<file path="config.mk">
export PLATFORM = sky130hd
export DESIGN_NAME = integer_literal_scanner
export DESIGN_NICKNAME = d
export VERILOG_FILES = /design/src/ils_pkg.sv /design/src/ils_front.sv /design/src/ils_queue.sv /design/src/ils_back.sv /design/src/integer_literal_scanner.sv
export SDC_FILE = /design/constraint.sdc
export NUM_CORES = 1
export LEC_CHECK = 0
export BUFFER_PORTS_ARGS = -buffer_cell sky130_fd_sc_hd__buf_2
export CORE_UTILIZATION = 30
export DETAILED_ROUTE_END_ITERATION = 10
export GPL_ROUTABILITY_DRIVEN = 1
export PLACE_DENSITY = 0.5
export REMOVE_ABC_BUFFERS = 1
export SLEW_MARGIN = 10
export SYNTH_ARGS = -nofsm -noshare
export SYNTH_HDL_FRONTEND = slang
export SYNTH_SLANG_ARGS = --single-unit
export TNS_END_PERCENT = 10
</file>
<file path="constraint.sdc">
create_clock -name clk -period 5.6 [get_ports clk]
set_input_delay 0.28 -clock clk [delete_from_list [all_inputs] [get_ports clk]]
set_output_delay 0.28 -clock clk [all_outputs]
set_load 0.02 [all_outputs]
</file>
<file path="src/ils_pkg.sv">
// ----------------------------------------------------------------------------
// ils_pkg
// Shared types and codes for the integer literal scanner: radix codes, result
// status codes, the operation passed from front to back, and queue sizing.
// ----------------------------------------------------------------------------
package ils_pkg;

	localparam int VALUE_BITS_DEF = 31;

	// queue between front and back
	localparam int QDEPTH = 2;
	localparam int QPTR_W = $clog2(QDEPTH);
	localparam int QCNT_W = $clog2(QDEPTH + 1);

	typedef logic [1:0] radix_t;
	localparam radix_t RX_DEC = 2'd0;
	localparam radix_t RX_OCT = 2'd1;
	localparam radix_t RX_HEX = 2'd2;

	typedef logic [1:0] status_t;
	localparam status_t ST_OK    = 2'd0;
	localparam status_t ST_OVF   = 2'd1;
	localparam status_t ST_RANGE = 2'd2;
	localparam status_t ST_EMPTY = 2'd3;

	typedef logic [1:0] opcode_t;
	localparam opcode_t OP_NOP   = 2'd0;
	localparam opcode_t OP_DIGIT = 2'd1;
	localparam opcode_t OP_BAD   = 2'd2;
	localparam opcode_t OP_TERM  = 2'd3;

	typedef struct packed {
		opcode_t    op;
		logic [3:0] digit;
		radix_t     radix;
		logic       empty;
	} ils_op_t;

endpackage

</file>
<file path="src/ils_front.sv">
// ----------------------------------------------------------------------------
// ils_front
// Character classifier: tracks the literal prefix, picks the radix and turns
// each accepted character into a digit, bad-digit, no-op or terminator op.
// ----------------------------------------------------------------------------
module ils_front (
	input  logic            clk,
	input  logic            arst_n,
	input  logic            take,
	input  logic [7:0]      char_in,
	output ils_pkg::ils_op_t op
);
	import ils_pkg::*;

	localparam logic [1:0] PH_START  = 2'd0;
	localparam logic [1:0] PH_ZERO   = 2'd1;
	localparam logic [1:0] PH_BODY   = 2'd2;
	localparam logic [1:0] PH_HEXPFX = 2'd3;

	localparam logic [7:0] CH_NUL = 8'h00;
	localparam logic [7:0] CH_0   = 8'h30;
	localparam logic [7:0] CH_7   = 8'h37;
	localparam logic [7:0] CH_9   = 8'h39;
	localparam logic [7:0] CH_UA  = 8'h41;
	localparam logic [7:0] CH_UF  = 8'h46;
	localparam logic [7:0] CH_UX  = 8'h58;
	localparam logic [7:0] CH_LA  = 8'h61;
	localparam logic [7:0] CH_LF  = 8'h66;
	localparam logic [7:0] CH_LX  = 8'h78;

	logic [1:0] phase_q, phase_d;
	radix_t     radix_q, radix_d;

	// {is_digit, digit value}
	function automatic logic [4:0] classify(input logic [7:0] c, input radix_t rx);
		logic [7:0] t;
		begin
			t = 8'd0;
			classify = 5'd0;
			if (rx == RX_OCT) begin
				if (c >= CH_0 && c <= CH_7) begin
					t = c - CH_0;
					classify = {1'b1, t[3:0]};
				end
			end else if (c >= CH_0 && c <= CH_9) begin
				t = c - CH_0;
				classify = {1'b1, t[3:0]};
			end else if (rx == RX_HEX && c >= CH_LA && c <= CH_LF) begin
				t = c - CH_LA + 8'd10;
				classify = {1'b1, t[3:0]};
			end else if (rx == RX_HEX && c >= CH_UA && c <= CH_UF) begin
				t = c - CH_UA + 8'd10;
				classify = {1'b1, t[3:0]};
			end
		end
	endfunction

	logic [4:0] cls;
	radix_t     use_rx;
	logic       is_nop;

	always_comb begin
		phase_d = phase_q;
		radix_d = radix_q;
		use_rx  = radix_q;
		is_nop  = 1'b0;
		op      = '0;
		if (char_in == CH_NUL) begin
			phase_d = PH_START;
			radix_d = RX_DEC;
		end else begin
			unique case (phase_q)
				PH_START: begin
					if (char_in == CH_0) begin
						phase_d = PH_ZERO;
						radix_d = RX_OCT;
						is_nop  = 1'b1;
					end else begin
						phase_d = PH_BODY;
						radix_d = RX_DEC;
						use_rx  = RX_DEC;
					end
				end
				PH_ZERO: begin
					if (char_in == CH_LX || char_in == CH_UX) begin
						phase_d = PH_HEXPFX;
						radix_d = RX_HEX;
						is_nop  = 1'b1;
					end else begin
						phase_d = PH_BODY;
					end
				end
				default: phase_d = PH_BODY;
			endcase
		end
		cls = classify(char_in, use_rx);
		op.radix = use_rx;
		op.digit = cls[3:0];
		op.empty = (phase_q == PH_START) || (phase_q == PH_HEXPFX);
		priority if (char_in == CH_NUL) op.op = OP_TERM;
		else if (is_nop)                op.op = OP_NOP;
		else if (cls[4])                op.op = OP_DIGIT;
		else                            op.op = OP_BAD;
	end

	always_ff @(posedge clk or negedge arst_n) begin
		if (!arst_n) begin
			phase_q <= PH_START;
			radix_q <= RX_DEC;
		end else if (take) begin
			phase_q <= phase_d;
			radix_q <= radix_d;
		end
	end

endmodule

</file>
<file path="src/ils_queue.sv">
// ----------------------------------------------------------------------------
// ils_queue
// Short first-in first-out queue of classified ops between front and back.
// ----------------------------------------------------------------------------
module ils_queue (
	input  logic             clk,
	input  logic             arst_n,
	input  logic             push,
	input  ils_pkg::ils_op_t push_data,
	output logic             full,
	input  logic             pop,
	output ils_pkg::ils_op_t pop_data,
	output logic             nonempty
);
	import ils_pkg::*;

	ils_op_t             entries_q [QDEPTH];
	logic [QPTR_W-1:0]   wr_ptr_q, rd_ptr_q;
	logic [QCNT_W-1:0]   count_q;

	assign full     = (count_q == QCNT_W'(QDEPTH));
	assign nonempty = (count_q != '0);
	assign pop_data = entries_q[rd_ptr_q];

	always_ff @(posedge clk) begin
		if (push) entries_q[wr_ptr_q] <= push_data;
	end

	always_ff @(posedge clk or negedge arst_n) begin
		if (!arst_n) begin
			wr_ptr_q <= '0;
			rd_ptr_q <= '0;
			count_q  <= '0;
		end else begin
			if (push) wr_ptr_q <= (wr_ptr_q == QPTR_W'(QDEPTH - 1)) ? '0 : wr_ptr_q + 1'b1;
			if (pop)  rd_ptr_q <= (rd_ptr_q == QPTR_W'(QDEPTH - 1)) ? '0 : rd_ptr_q + 1'b1;
			priority if (push && !pop) count_q <= count_q + 1'b1;
			else if (pop && !push)     count_q <= count_q - 1'b1;
		end
	end

endmodule

</file>
<file path="src/ils_back.sv">
// ----------------------------------------------------------------------------
// ils_back
// Accumulator and error tracking: applies ops from the queue, detects
// overflow and holds the finished result in an output register.
// ----------------------------------------------------------------------------
module ils_back #(
	parameter int VALUE_BITS = ils_pkg::VALUE_BITS_DEF
) (
	input  logic                  clk,
	input  logic                  arst_n,
	input  logic                  nonempty,
	input  ils_pkg::ils_op_t      op,
	output logic                  pop,
	output logic                  result_valid,
	input  logic                  result_stall,
	output logic [VALUE_BITS-1:0] value,
	output logic [1:0]            status
);
	import ils_pkg::*;

	localparam int WW = VALUE_BITS + 4;

	logic [VALUE_BITS-1:0] acc_q;
	status_t               err_q;
	logic                  res_valid_q;
	logic [VALUE_BITS-1:0] res_value_q;
	status_t               res_status_q;

	logic [WW-1:0] acc_w, scaled, next_w;
	logic          ovf;
	logic          out_busy;

	assign out_busy = res_valid_q && result_stall;
	// only a terminator needs the output register
	assign pop = nonempty && !(op.op == OP_TERM && out_busy);

	always_comb begin
		acc_w = {4'b0, acc_q};
		unique case (op.radix)
			RX_HEX:  scaled = acc_w << 4;
			RX_OCT:  scaled = acc_w << 3;
			default: scaled = (acc_w << 3) + (acc_w << 1);
		endcase
		next_w = scaled + {{(WW - 4){1'b0}}, op.digit};
		ovf    = |next_w[WW-1:VALUE_BITS];
	end

	always_ff @(posedge clk or negedge arst_n) begin
		if (!arst_n) begin
			acc_q       <= '0;
			err_q       <= ST_OK;
			res_valid_q <= 1'b0;
		end else begin
			if (res_valid_q && !result_stall) res_valid_q <= 1'b0;
			if (pop) begin
				unique case (op.op)
					OP_TERM: begin
						res_valid_q <= 1'b1;
						acc_q       <= '0;
						err_q       <= ST_OK;
					end
					OP_DIGIT: begin
						if (err_q == ST_OK) begin
							if (ovf) err_q <= ST_OVF;
							else     acc_q <= next_w[VALUE_BITS-1:0];
						end
					end
					OP_BAD: begin
						if (err_q == ST_OK) err_q <= ST_RANGE;
					end
					default: ;
				endcase
			end
		end
	end

	always_ff @(posedge clk) begin
		if (pop && op.op == OP_TERM) begin
			priority if (err_q != ST_OK) begin
				res_status_q <= err_q;
				res_value_q  <= '0;
			end else if (op.empty) begin
				res_status_q <= ST_EMPTY;
				res_value_q  <= '0;
			end else begin
				res_status_q <= ST_OK;
				res_value_q  <= acc_q;
			end
		end
	end

	assign result_valid = res_valid_q;
	assign value        = res_value_q;
	assign status       = res_status_q;

endmodule

</file>
<file path="src/integer_literal_scanner.sv">
// ----------------------------------------------------------------------------
// integer_literal_scanner
// Scans an unsigned C-style integer literal (decimal, octal, hexadecimal)
// arriving one character per transfer and reports its value and status.
// ----------------------------------------------------------------------------
// Usage:
//  - char channel: one byte per transfer (char_valid high, char_stall low).
//    A zero byte ends the literal; every other byte produces no result.
//  - result channel: one transfer per terminator, carrying value and status
//    (0 scanned, 1 overflow, 2 digit out of range, 3 empty). value is zero
//    whenever status is not 0.
//  - throughput: one character per cycle while char_stall is low. The front
//    classifier and the back accumulator each handle one item a cycle, save
//    a terminator held while the output register is busy; a two-entry queue
//    sits between them. A terminator passes through the queue to the back,
//    which registers its result in the output register.
//  - when the receiver stalls, the result holds in the output register while
//    digits keep flowing into the accumulator; a second terminator waits in
//    the queue, and char_stall rises once the queue is full.
//  - reset clears the prefix state, the queue, the accumulator and any
//    pending result; the next byte starts a new literal.
// ----------------------------------------------------------------------------
module integer_literal_scanner #(
	parameter int VALUE_BITS = ils_pkg::VALUE_BITS_DEF
) (
	input  logic                  clk,
	input  logic                  arst_n,
	input  logic                  char_valid,
	output logic                  char_stall,
	input  logic [7:0]            char_in,
	output logic                  result_valid,
	input  logic                  result_stall,
	output logic [VALUE_BITS-1:0] value,
	output logic [1:0]            status
);
	import ils_pkg::*;

	ils_op_t front_op, queue_op;
	logic    take, q_full, q_pop, q_nonempty;

	assign take       = char_valid && !q_full;
	assign char_stall = q_full;

	ils_front u_front (
		.clk     (clk),
		.arst_n  (arst_n),
		.take    (take),
		.char_in (char_in),
		.op      (front_op)
	);

	ils_queue u_queue (
		.clk       (clk),
		.arst_n    (arst_n),
		.push      (take),
		.push_data (front_op),
		.full      (q_full),
		.pop       (q_pop),
		.pop_data  (queue_op),
		.nonempty  (q_nonempty)
	);

	ils_back #(.VALUE_BITS(VALUE_BITS)) u_back (
		.clk          (clk),
		.arst_n       (arst_n),
		.nonempty     (q_nonempty),
		.op           (queue_op),
		.pop          (q_pop),
		.result_valid (result_valid),
		.result_stall (result_stall),
		.value        (value),
		.status       (status)
	);

endmodule

</file>
# == Yosys cells after proc, flatten, opt, wreduce, memory -nomap -nowiden ==
# Memory sizes are Yosys's and may differ from the RTL's.
# Cells that the tools add are included.
# classes
n_addsub,11
n_lt_le_gt_ge,7
n_eq_ne,18
n_mux,42
reduce_logical,35
# op_table
cell,count
$pmux 35 s2,1
$mux 31,2
$pmux 31 s2,1
$add 34x32->35,1
$add 35x4->35,1
$mux 2,17
$mux 5,5
$eq 8x7->1 const B,2
$ge 8x7->1 const B,2
$le 8x6->1 const B,2
$le 8x7->1 const B,2
$logic_and 1x1->1,14
$eq 2x2->1 const B,6
$mux 1,12
$sub 4x1->4 const B,3
$add 4x4->4 const B,2
$eq 2x1->1 const B,4
$eq 8x6->1 const B,1
$ge 8x6->1 const B,1
$logic_not 8->1,1
$pmux 2 s2,2
$reduce_bool 2->1,4
$ne 2x1->1 const B,3
$pmux 2 s3,1
15 further kinds,23
# totals
reg_bits,75
ramBits,18
input_bits,12
output_inout_bits,35
wordCells,124
n_memories,1
# mem_list
memory,depth,word_bits,read_ports,rd_clocked_by_memory_dff,write_ports,line,source
u_queue.entries_q,2,9,1,0,1,ils_queue.sv:17,ils_op_t entries_q [QDEPTH];

# == Depth between registers and ports, before layout ==
# Gate-level depths: netlist (run 1).
# logic_depth
depth_word,14
ltp_mapped,23
depth_no_buf,15

# == By module ==
# From an unflattened synthesis (run 1), not the netlist that was laid out.
# unflattened
hier_cells,772
hier_area_um2,7629.8
# by_module_without_submodules
module,instances,cells_each,area_per_inst_um2,seq_area_each_um2
ils_back,1,664,6204.7,1841.8
ils_queue,1,44,844.6,640.6
ils_front,1,63,566.8,100.1
integer_literal_scanner,1,1,13.8,0.0

# == Worst setup path before layout (run 1) ==
# No wires, ideal clock.
# synth_path
kind,register to register
start,register u_queue.rd_ptr_q
end,register u_back.acc_q[12]
t_arrival_ns,5.717
t_required_ns,5.472
setup_slack_ns,-0.244
path_stages_with_launch,23
path_buffers,8
period_less_slack_ns,5.844
path_cell_list,dfrtp_1 clkbuf_1 mux2i_1 inv_1 ha_1 buf_2 buf_2 buf_1 clkbuf_1 buf_1 clkbuf_1 o21ai_0 ha_1 a21oi_1 or2_2 or3_1 or2_2 nor4_4 and2_1 a41oi_2 nor3_2 buf_6 mux2_1
# synth_between
elab_chain_len,7
elab_cells_between_ends,18
classes_between,1 x add/sub; 6 x eq/ne; 4 x mux; 6 x reduce/logical; 1 x memory
# synth_lines
element,line,source
"start, declared",ils_queue.sv:18,"logic [QPTR_W-1:0] wr_ptr_q, rd_ptr_q;"
"start signal, assigned",ils_queue.sv:36,if (pop) rd_ptr_q <= (rd_ptr_q == QPTR_W'(QDEPTH - 1)) ? '0 : rd_ptr_q + 1'b1;
$mem_v2 2x9 *,--,
$eq 2x1->1 or $eq 2x2->1 (tied branches),ils_back.sv:39,unique case (op.radix)
$pmux 35 s2,ils_back.sv:39,
$add 35x4->35,ils_back.sv:44,"next_w = scaled + {{(WW - 4){1'b0}}, op.digit};"
$reduce_or 4->1 or $mux 31 (tied branches),"ils_back.sv:45, ils_back.sv:64",
$ne 2x2->1 (no line) or $mux 31 (tied branches),--,
$reduce_and 4->1 (no line) or $pmux 31 s2 (tied branches),--,
"end signal, assigned",ils_back.sv:65,else acc_q <= next_w[VALUE_BITS-1:0];
"end, declared",ils_back.sv:23,logic [VALUE_BITS-1:0] acc_q;
# Every way passes the cells marked *; elsewhere a longest branch is shown, timed or not. The select of a mux whose other input is x is not followed.
# A chain may end at the register's enable or synchronous reset.

# == Worst setup path after layout (run 1) ==
# Ends and elaborated chain as after synthesis.

==> metrics.txt, run 1 <==
Syn-to-layout area delta 12.3%; Post-Syn Area per Cell 8.94 um2; RSZ-0062 raised after global routing false; asr flop ratio synth 0.452; Hold Slack 106 ps; Cell variety after synth 78; Die Ht 159 um; fin crit period slightly below 5000 ps; initial antenna violation count 0; post-CTS setup buffer count 0; f_max slightly above 200 MHz; Die W 159 um; total grt overflow 0; crit path kind flop to flop; final setup TNS 0 ps; clk root buf clkbuf_16; final hold vios 0; Worst slew margin 0.292; slowest stage delay, CP about 510 ps; routability cong. 0.885; crit end category flop; pwr dens around 430 nW/um2; Main synth FF type edfxtp_1; Antenna diodes 0; failing checks DRC; TritonCTS clock tree done; vias in the first global route 6174; WL per Instance 17.8 um; maximum VDD drop 253 uV; DR iter-0 viols about 460; Initial Util 0.305; Final period util 0.873; Clock Path Buffers 2; largest net degree at the start of global routing 43; die area around 25000 um2; post-DR vias/cell 5.45; sequential element share of the synthesized area 0.349; share of cells above drive strength 1 0.112; hold buffers post-CTS 0; synth top area cells edfxtp_1, dfrtp_1, ha_1; Startpoint Class flop; WL final 21.1 mm; number of synthesized flops with an enable pin 51; Sink Count 93; # setup viols final 0; io pins between 40 and 50; DRC 4; Worst Tran Pin Value 1060 ps; placed cells 1172; first-pass GRT wire length 34.2 mm; synthesized instance count 827; Worst Path Required 5840 ps; H-tree levels 3; TritonRoute pass-1 iters 8; CTS buffer count 9; DP HPWL approximately 15 mm; Vias between 6000 and 7000; Fillers about 2600; crit path DAT ~5100 ps; MaxCap Viol Count 0; Worst Skew 10.3 ps; critical path peak fanout 24; core area 24200 um2; Total GRT Usage 0.170; post-CTS resize count 0; yosys warns 0; Synth top area share 0.207; post-route ant nets 0; area leader, netlist edfxtp_1; insertion delay of the later-clocked pin in the worst-skew pair 360 ps; post-synthesis cell area 7400 um2; clk slew on worst S/H paths 70 ps; # nets final 914; Synth Register Bits 93; CP cell instances buf_4, mux2i_1, ha_2, and2_1, ha_1, a21o_1, a21oi_1, or2_2, or3_1, or2_2, nor4_4, and2_1, a41oi_2, nor3_4, buf_12, mux2_1; Slew Viols, Final 0; row count 57; input/output buffers 46; family with the most delay on the worst path simple AND/OR/NAND/NOR gates; Finished Layout Cells 1188; outcome complete, but fails checks; Buf/Inv on CP 2; Crit-path slowest cell dfrtp_1; leakage power 0.00331 uW; worst min path class input port to async pin
[flip-flops by register name, indices dropped and copies added (netlist names)]
signal	flops
u_back.acc_q	31
u_queue.entries_q	18
u_front.phase_q	2
u_queue.rd_ptr_q	1
u_queue.count_q	2
u_back.result_valid	1
u_back.err_q	2
u_queue.wr_ptr_q	1
u_back.status	2
u_front.radix_q	2
u_back.value	31
[power breakdown]
group	leakage [uW]	switching, uW	internal (uW)
logic	0.00210	1210	628
clock network	0.000154	300	396
registers	0.00105	84.0	928
total	0.00331	1590	1950
[worst paths after layout]
check	startpoint	endpoint	slack, ps	cells after the start
hold / removal	arst_n	u_back.acc_q[25]$_DFFE_PN0P_	110	1
max in group asynchronous	arst_n	u_back.acc_q[21]$_DFFE_PN0P_	4830	1
hold reg to reg	u_front.phase_q[1]$_DFFE_PN0P_	u_front.phase_q[1]$_DFFE_PN0P_	480	2
min in group clk	result_stall	u_back.result_valid$_DFF_PN0_	180	3
setup reg to reg	u_queue.rd_ptr_q$_DFFE_PN0P_	u_back.acc_q[12]$_DFFE_PN0P_	710	16
setup / recovery	u_queue.rd_ptr_q$_DFFE_PN0P_	u_back.acc_q[12]$_DFFE_PN0P_	710	16
[worst register-to-register path: stages (launching register included)]
cell,delay [ps]
dfrtp_1,510
buf_4,210
mux2i_1,250
ha_2,410
and2_1,210
ha_1,280
a21o_1,100
a21oi_1,70
or2_2,310
or3_1,440
or2_2,360
nor4_4,360
and2_1,190
a41oi_2,170
nor3_4,300
buf_12,240
mux2_1,360
[cells in the mapped netlist, types with 4 or more instances]
cell        n
buf_2       7
o21ai_0    37
inv_1      24
o21ai_1     7
a21oi_1    51
a211oi_1    8
mux2i_1    36
edfxtp_1   51
dfrtp_1    42
nor4_1      5
nand2_1   109
and2_1      8
and4b_1     4
nand4_1    15
xor2_1     16
nand3b_1    4
or4_1       5
nor3_1     16
o21a_1      7
buf_1       7
nand3_1    14
clkbuf_1   20
nor2_1     56
o211ai_1    6
nand2b_1    8
a22oi_1     5
a221o_1     7
nor3b_1     4
a21o_1     16
a311oi_1    5
a31oi_1    12
a221oi_1   16
a22o_1      7
ha_1       41
and3_1     37
xnor2_1    25
or3_1      14
[placed cells by master, fill, tap and decap left out, drive strengths merged, types with 16 or more instances in the layout]
| master | count |
|---|---|
| a21oi | 54 |
| a21o | 16 |
| buf | 58 |
| and3 | 37 |
| nand2 | 109 |
| a221oi | 16 |
| edfxtp | 51 |
| inv | 26 |
| xnor2 | 25 |
| nor3 | 17 |
| nor2 | 56 |
| o21ai | 44 |
| ha | 41 |
| dfrtp | 42 |
| xor2 | 16 |
| mux2i | 36 |
[cell type report]
| type | count | area, um2 | share of cell area |
|---|---|---|---|
| multi-input combinational | 673 | 4580 | 0.551 |
| sequential | 93 | 2580 | 0.311 |
| tap | 324 | 405 | 0.0488 |
| timing repair buffer | 58 | 333 | 0.0400 |
| clock buffer | 10 | 229 | 0.0276 |
| clock inverter | 6 | 93.8 | 0.0113 |
| inverter | 24 | 90.1 | 0.0108 |
[cells by family (layout without fill, tap and decap cells)]
| kind of cell | after synthesis | count (layout) | synth area share |
|---|---|---|---|
| buf+inv | 61 | 98 | 0.0342 |
| compound gates | 229 | 229 | 0.215 |
| flops | 93 | 93 | 0.349 |
| mux | 40 | 40 | 0.0548 |
| simple gates | 320 | 320 | 0.223 |
| xor+xnor | 41 | 41 | 0.0485 |
| fa+ha+maj | 43 | 43 | 0.0748 |
[metrics by stage]
stage | utilization | power [uW] | cell area [um2] | worst slack (ps)
finish | 0.343 | 3540 | 8310 | 711
global route | 0.343 | 3790 | 8310 | 399
CTS | 0.343 | 3570 | 8310 | 694
detailed placement | 0.329 | 2870 | 7990 | 720
global placement | 0.329 | 2860 | 7990 | 799
floorplan | - | 2270 | 7230 | -1150
[metal layers]
metal	up-vias	share of wire	GRT usage
li1	3205	-	-
met1	3076	0.51	0.248
met2	164	0.44	0.263
met3	24	0.038	0.0182
met4	0	0.016	0.0538
met5	-	0	0
(Power assumes the default switching activity.)
==> run 2, diff against run 1 <==
- CORE_UTILIZATION: 30 -> 50
- PLACE_DENSITY: 0.5 -> 0.73
==> run 2 against run 1 <==
The run now ends clean. Sequential power about the same. Core utilization up 22 points. First-iteration DRC count up 50%. Via count up 4.3%. Cell area down 2.3%. Combinational power about the same. Setup slack worse by 240 ps. Global-route usage up 9.6 points. Sequential share of layout area up 0.72 points. Clock skew about the same. Wire length down 8.9%. Final cell count down 12%. Critical endpoint is now u_back.acc_q[0]$_DFFE_PN0P_. Largest power group unchanged.
==> metrics.txt, run 2 (synthesized netlist as in run 1, its figures left out) <==
MaxCap Viol Count 0; input/output buffers 46; CTS buffer count 9; fin crit period 5130 ps; Worst Tran Pin Value 1020 ps; Clock Path Buffers 2; total grt overflow 0; post-route ant nets 0; share of cells above drive strength 1 0.112; outcome finished, final reports clean; largest net degree at the start of global routing 43; TritonCTS clock tree done; Initial Util 0.511; leakage power 0.00330 uW; Sink Count 93; RSZ-0062 raised after global routing false; Final period util 0.916; Total GRT Usage 0.266; Fillers about 1300; initial antenna violation count 0; Syn-to-layout area delta 9.79%; final setup TNS 0 ps; Hold Slack 89.1 ps; placed cells 1032; f_max 195 MHz; Vias 6747; WL final 19.3 mm; Die Ht between 100 and 150 um; Slew Viols, Final 0; H-tree levels 3; most frequent cells in the layout nand2_1, nor2_1, a21oi_1, edfxtp_1, buf_2; Buf/Inv on CP 3; first-pass GRT wire length around 31 mm; DRC 0; WL per Instance 18.4 um; total power about 3500 uW; slowest stage delay, CP 640 ps; DP HPWL 14.1 mm; CP cell instances mux2i_1, ha_2, inv_1, o21ai_0, or2_2, or3_1, or2_2, nor4_4, and2_1, a41oi_2, nor3_4, buf_4, buf_4, mux2i_1; pwr dens between 400 and 500 nW/um2; # setup viols final 0; most common cell after layout, fill and taps aside nand2_1; Worst slew margin 0.322; # nets final 914; Worst Skew slightly below 10 ps; Die W 124 um; worst min path class input port to async pin; io pins between 40 and 50; family with the most delay on the worst path simple AND/OR/NAND/NOR gates; Post-DP Area 7800 um2; vias in the first global route between 6000 and 7000; row count 44; crit path DAT 5400 ps; R2R Path Start u_queue.rd_ptr_q$_DFFE_PN0P_; hold buffers post-CTS 0; post-CTS setup buffer count 0; core area 14500 um2; maximum VDD drop 330 uV; crit path kind flop to flop; routability cong. 0.925; Crit-path slowest cell dfrtp_1; Worst Path Required 5870 ps; RR Endpoint u_back.acc_q[0]$_DFFE_PN0P_; post-CTS resize count 0; flop-to-flop setup slack between 400 and 500 ps; Startpoint Class flop; TritonRoute pass-1 iters 5; Finished Layout Cells 1048; post-DR vias/cell 6.44; crit end category flop; clk slew on worst S/H paths 70 ps; DR iter-0 viols 695; final hold vios 0; die area 15300 um2; design area 8120 um2; Antenna diodes 0; critical path peak fanout 18; insertion delay of the later-clocked pin in the worst-skew pair 360 ps; clk root buf clkbuf_16; FF-to-FF path depth 14
run 2: cell count changes in the layout (fill, tap and decap cells not counted):
cell,previous run,this run
clkinv_4,1,0
buf_4,11,12
clkbuf_1,1,0
clkinvlp_4,1,2
clkinv_1,0,1
buf_12,1,0
run 2: cell type report:
| type | instances | area (um2) | share of cell area |
|---|---|---|---|
| multi-input cells | 673 | 4580 | 0.564 |
| well taps | 184 | 230 | 0.0283 |
| clock inverters | 7 | 96.3 | 0.0119 |
| clock buffers | 9 | 225 | 0.0277 |
| flip-flops and latches | 93 | 2580 | 0.318 |
| inverters | 24 | 90.1 | 0.0111 |
| repair buffers | 58 | 320 | 0.0394 |
run 2: metal layers:
layer  up-vias  routed length [um]  global-route usage
met3        35                1570              0.0504
li1       3201                   -                   -
met2       292                8730               0.407
met1      3219                8530               0.369
met4         0                 427               0.102
met5         -                   0                   0
run 2: report_power, final:
| group | switching, uW | total [uW] | internal [uW] | leakage [uW] |
|---|---|---|---|---|
| combinational | 1190 | 1810 | 621 | 0.00210 |
| sequential | 89.0 | 1020 | 928 | 0.00105 |
| clock | 285 | 678 | 393 | 0.000150 |
run 2: metrics by stage:
step,utilization,setup slack (ps)
final,0.561,469
after detailed placement,0.539,517
after floorplan,-,-1150
after global placement,0.539,700
after global routing,0.561,111
after CTS,0.561,433
run 2: worst max path at each step:
| stage | start | endpoint | depth (start not counted) |
|---|---|---|---|
| floorplan | u_queue.rd_ptr_q$_DFFE_PN0P_ | u_back.acc_q[12]$_DFFE_PN0P_ | 14 |
| global placement | u_queue.rd_ptr_q$_DFFE_PN0P_ | u_back.acc_q[6]$_DFFE_PN0P_ | 15 |
| detailed placement | u_queue.rd_ptr_q$_DFFE_PN0P_ | u_back.acc_q[3]$_DFFE_PN0P_ | 14 |
| CTS | u_queue.rd_ptr_q$_DFFE_PN0P_ | u_back.acc_q[0]$_DFFE_PN0P_ | 14 |
| global route | u_queue.rd_ptr_q$_DFFE_PN0P_ | u_back.acc_q[0]$_DFFE_PN0P_ | 14 |
| finish | u_queue.rd_ptr_q$_DFFE_PN0P_ | u_back.acc_q[0]$_DFFE_PN0P_ | 14 |
==> run 3, diff against run 2 <==
- CTS_BUF_LIST: unset -> sky130_fd_sc_hd__clkbuf_8
==> run 3 against run 2 <==
Global-route usage hardly changed. Setup slack worse by 7.2 ps. Hold slack worse by 38 ps. First-iteration DRC count is 1.9% lower. Largest cell class unchanged.
==> metrics.txt, run 3 (synthesized netlist as in run 1, its figures left out) <==
first-pass GRT wire length 31.3 mm; vias in the first global route a little over 6000; post-route ant nets 0; CTS buffer count 9; WL final between 15 and 20 mm; total power 3350 uW; gr busiest metal met2; critical path peak fanout 18; largest net degree at the start of global routing 43; H-tree levels 3; post-CTS resize count 0; Die W 124 um; design area 8020 um2; Sink Count 93; routability cong. 0.925; Syn-to-layout area delta 8.42%; crit path DAT 5440 ps; placed cells 1032; Final Util 0.554; DP HPWL ~14 mm; row count 44; input/output buffers 46; maximum VDD drop 332 uV; TritonRoute pass-1 iters 5; MaxCap Viol Count 0; outcome finished, final reports clean; hold buffers post-CTS 0; Worst Tran Pin Value 1020 ps; initial antenna violation count 0; pwr dens 418 nW/um2; fin crit period 5140 ps; clk root buf clkbuf_8; Setup Slack @ Placement 517 ps; # nets final 914; leakage power 0.00326 uW; GRT met1 Usage 0.368; Final period util 0.918; DR iter-0 viols 682; TritonCTS clock tree done; Antenna diodes 0; most common cell after layout, fill and taps aside nand2_1; clk slew on worst S/H paths 100 ps; io pins 47; Post-DP Area 7800 um2; Clock Path Buffers 2; Finished Layout Cells 1048; share of cells above drive strength 1 0.112; PnR worst setup slack 462 ps; die area between 15000 and 20000 um2; GR Util met2 0.409; crit path kind flop to flop; Worst slew margin 0.323; Worst Skew 14.9 ps; post-DR vias/cell 6.39; # setup viols final 0; Fillers 1330; insertion delay of the later-clocked pin in the worst-skew pair 390 ps; met3 usage 0.0417; crit end category flop; f_max 195 MHz; Slew Viols, Final 0; Die Ht 124 um; core area 14500 um2; post-CTS setup buffer count 0; Vias ~6700; Worst Path Required 5900 ps; worst min path class input port to async pin; Total GRT Usage 0.265; Initial Util 0.511; final hold vios 0; RSZ-0062 raised after global routing false; Startpoint Class flop; most frequent cells in the layout nand2_1, nor2_1, a21oi_1, edfxtp_1, buf_2; WL per Instance 18.4 um; DRC 0; total grt overflow 0
run 3: final cells by class:
class / instances / area [um2] / area share
Timing Repair Buffer: 58 / 320 / 0.0399
Inverter: 24 / 90.1 / 0.0112
Clock inverter: 7 / 96.3 / 0.0120
Multi-Input combinational cell: 673 / 4580 / 0.571
Sequential cell: 93 / 2580 / 0.322
Clock buffer: 9 / 124 / 0.0154
Tap cell: 184 / 230 / 0.0287
run 3: per-layer routing:
metal / wire length (um) / share of wire / vias to the layer above
li1: - / - / 3199
met1: 8650 / 0.45 / 3177
met2: 8650 / 0.45 / 283
met3: 1500 / 0.078 / 40
met4: 483 / 0.025 / 0
met5: 0 / 0 / -
run 3: path summary, 6_finish.rpt:
kind	slack, ps	cells past startpoint	startpoint	to
setup / recovery	460	14	u_queue.rd_ptr_q$_DFFE_PN0P_	u_back.acc_q[0]$_DFFE_PN0P_
hold / removal	50	1	arst_n	u_back.acc_q[28]$_DFFE_PN0P_
setup reg to reg	460	14	u_queue.rd_ptr_q$_DFFE_PN0P_	u_back.acc_q[0]$_DFFE_PN0P_
hold reg to reg	490	2	u_front.phase_q[1]$_DFFE_PN0P_	u_front.phase_q[1]$_DFFE_PN0P_
max in group asynchronous	4900	1	arst_n	u_back.acc_q[1]$_DFFE_PN0P_
min in group clk	120	3	result_stall	u_back.result_valid$_DFF_PN0_
run 3: stage by stage:
stage | hold WS [ps] | TNS, ps
after floorplan | -15.6 | -30730
final | 51.3 | 0
after CTS | 75.4 | 0
after detailed placement | 472 | 0
after global routing | 125 | 0
after global placement | 467 | 0
run 3: power breakdown:
part	internal [uW]	total (uW)	switching (uW)
clock network	253	518	265
registers	927	1020	88.0
logic	621	1820	1200
run 3: critical path: stages (launching register included):
cell	delay, ps
dfrtp_1	650
mux2i_1	320
ha_2	360
inv_1	470
o21ai_0	270
or2_2	380
or3_1	450
or2_2	350
nor4_4	340
and2_1	190
a41oi_2	190
nor3_4	260
buf_4	280
buf_4	300
mux2i_1	230
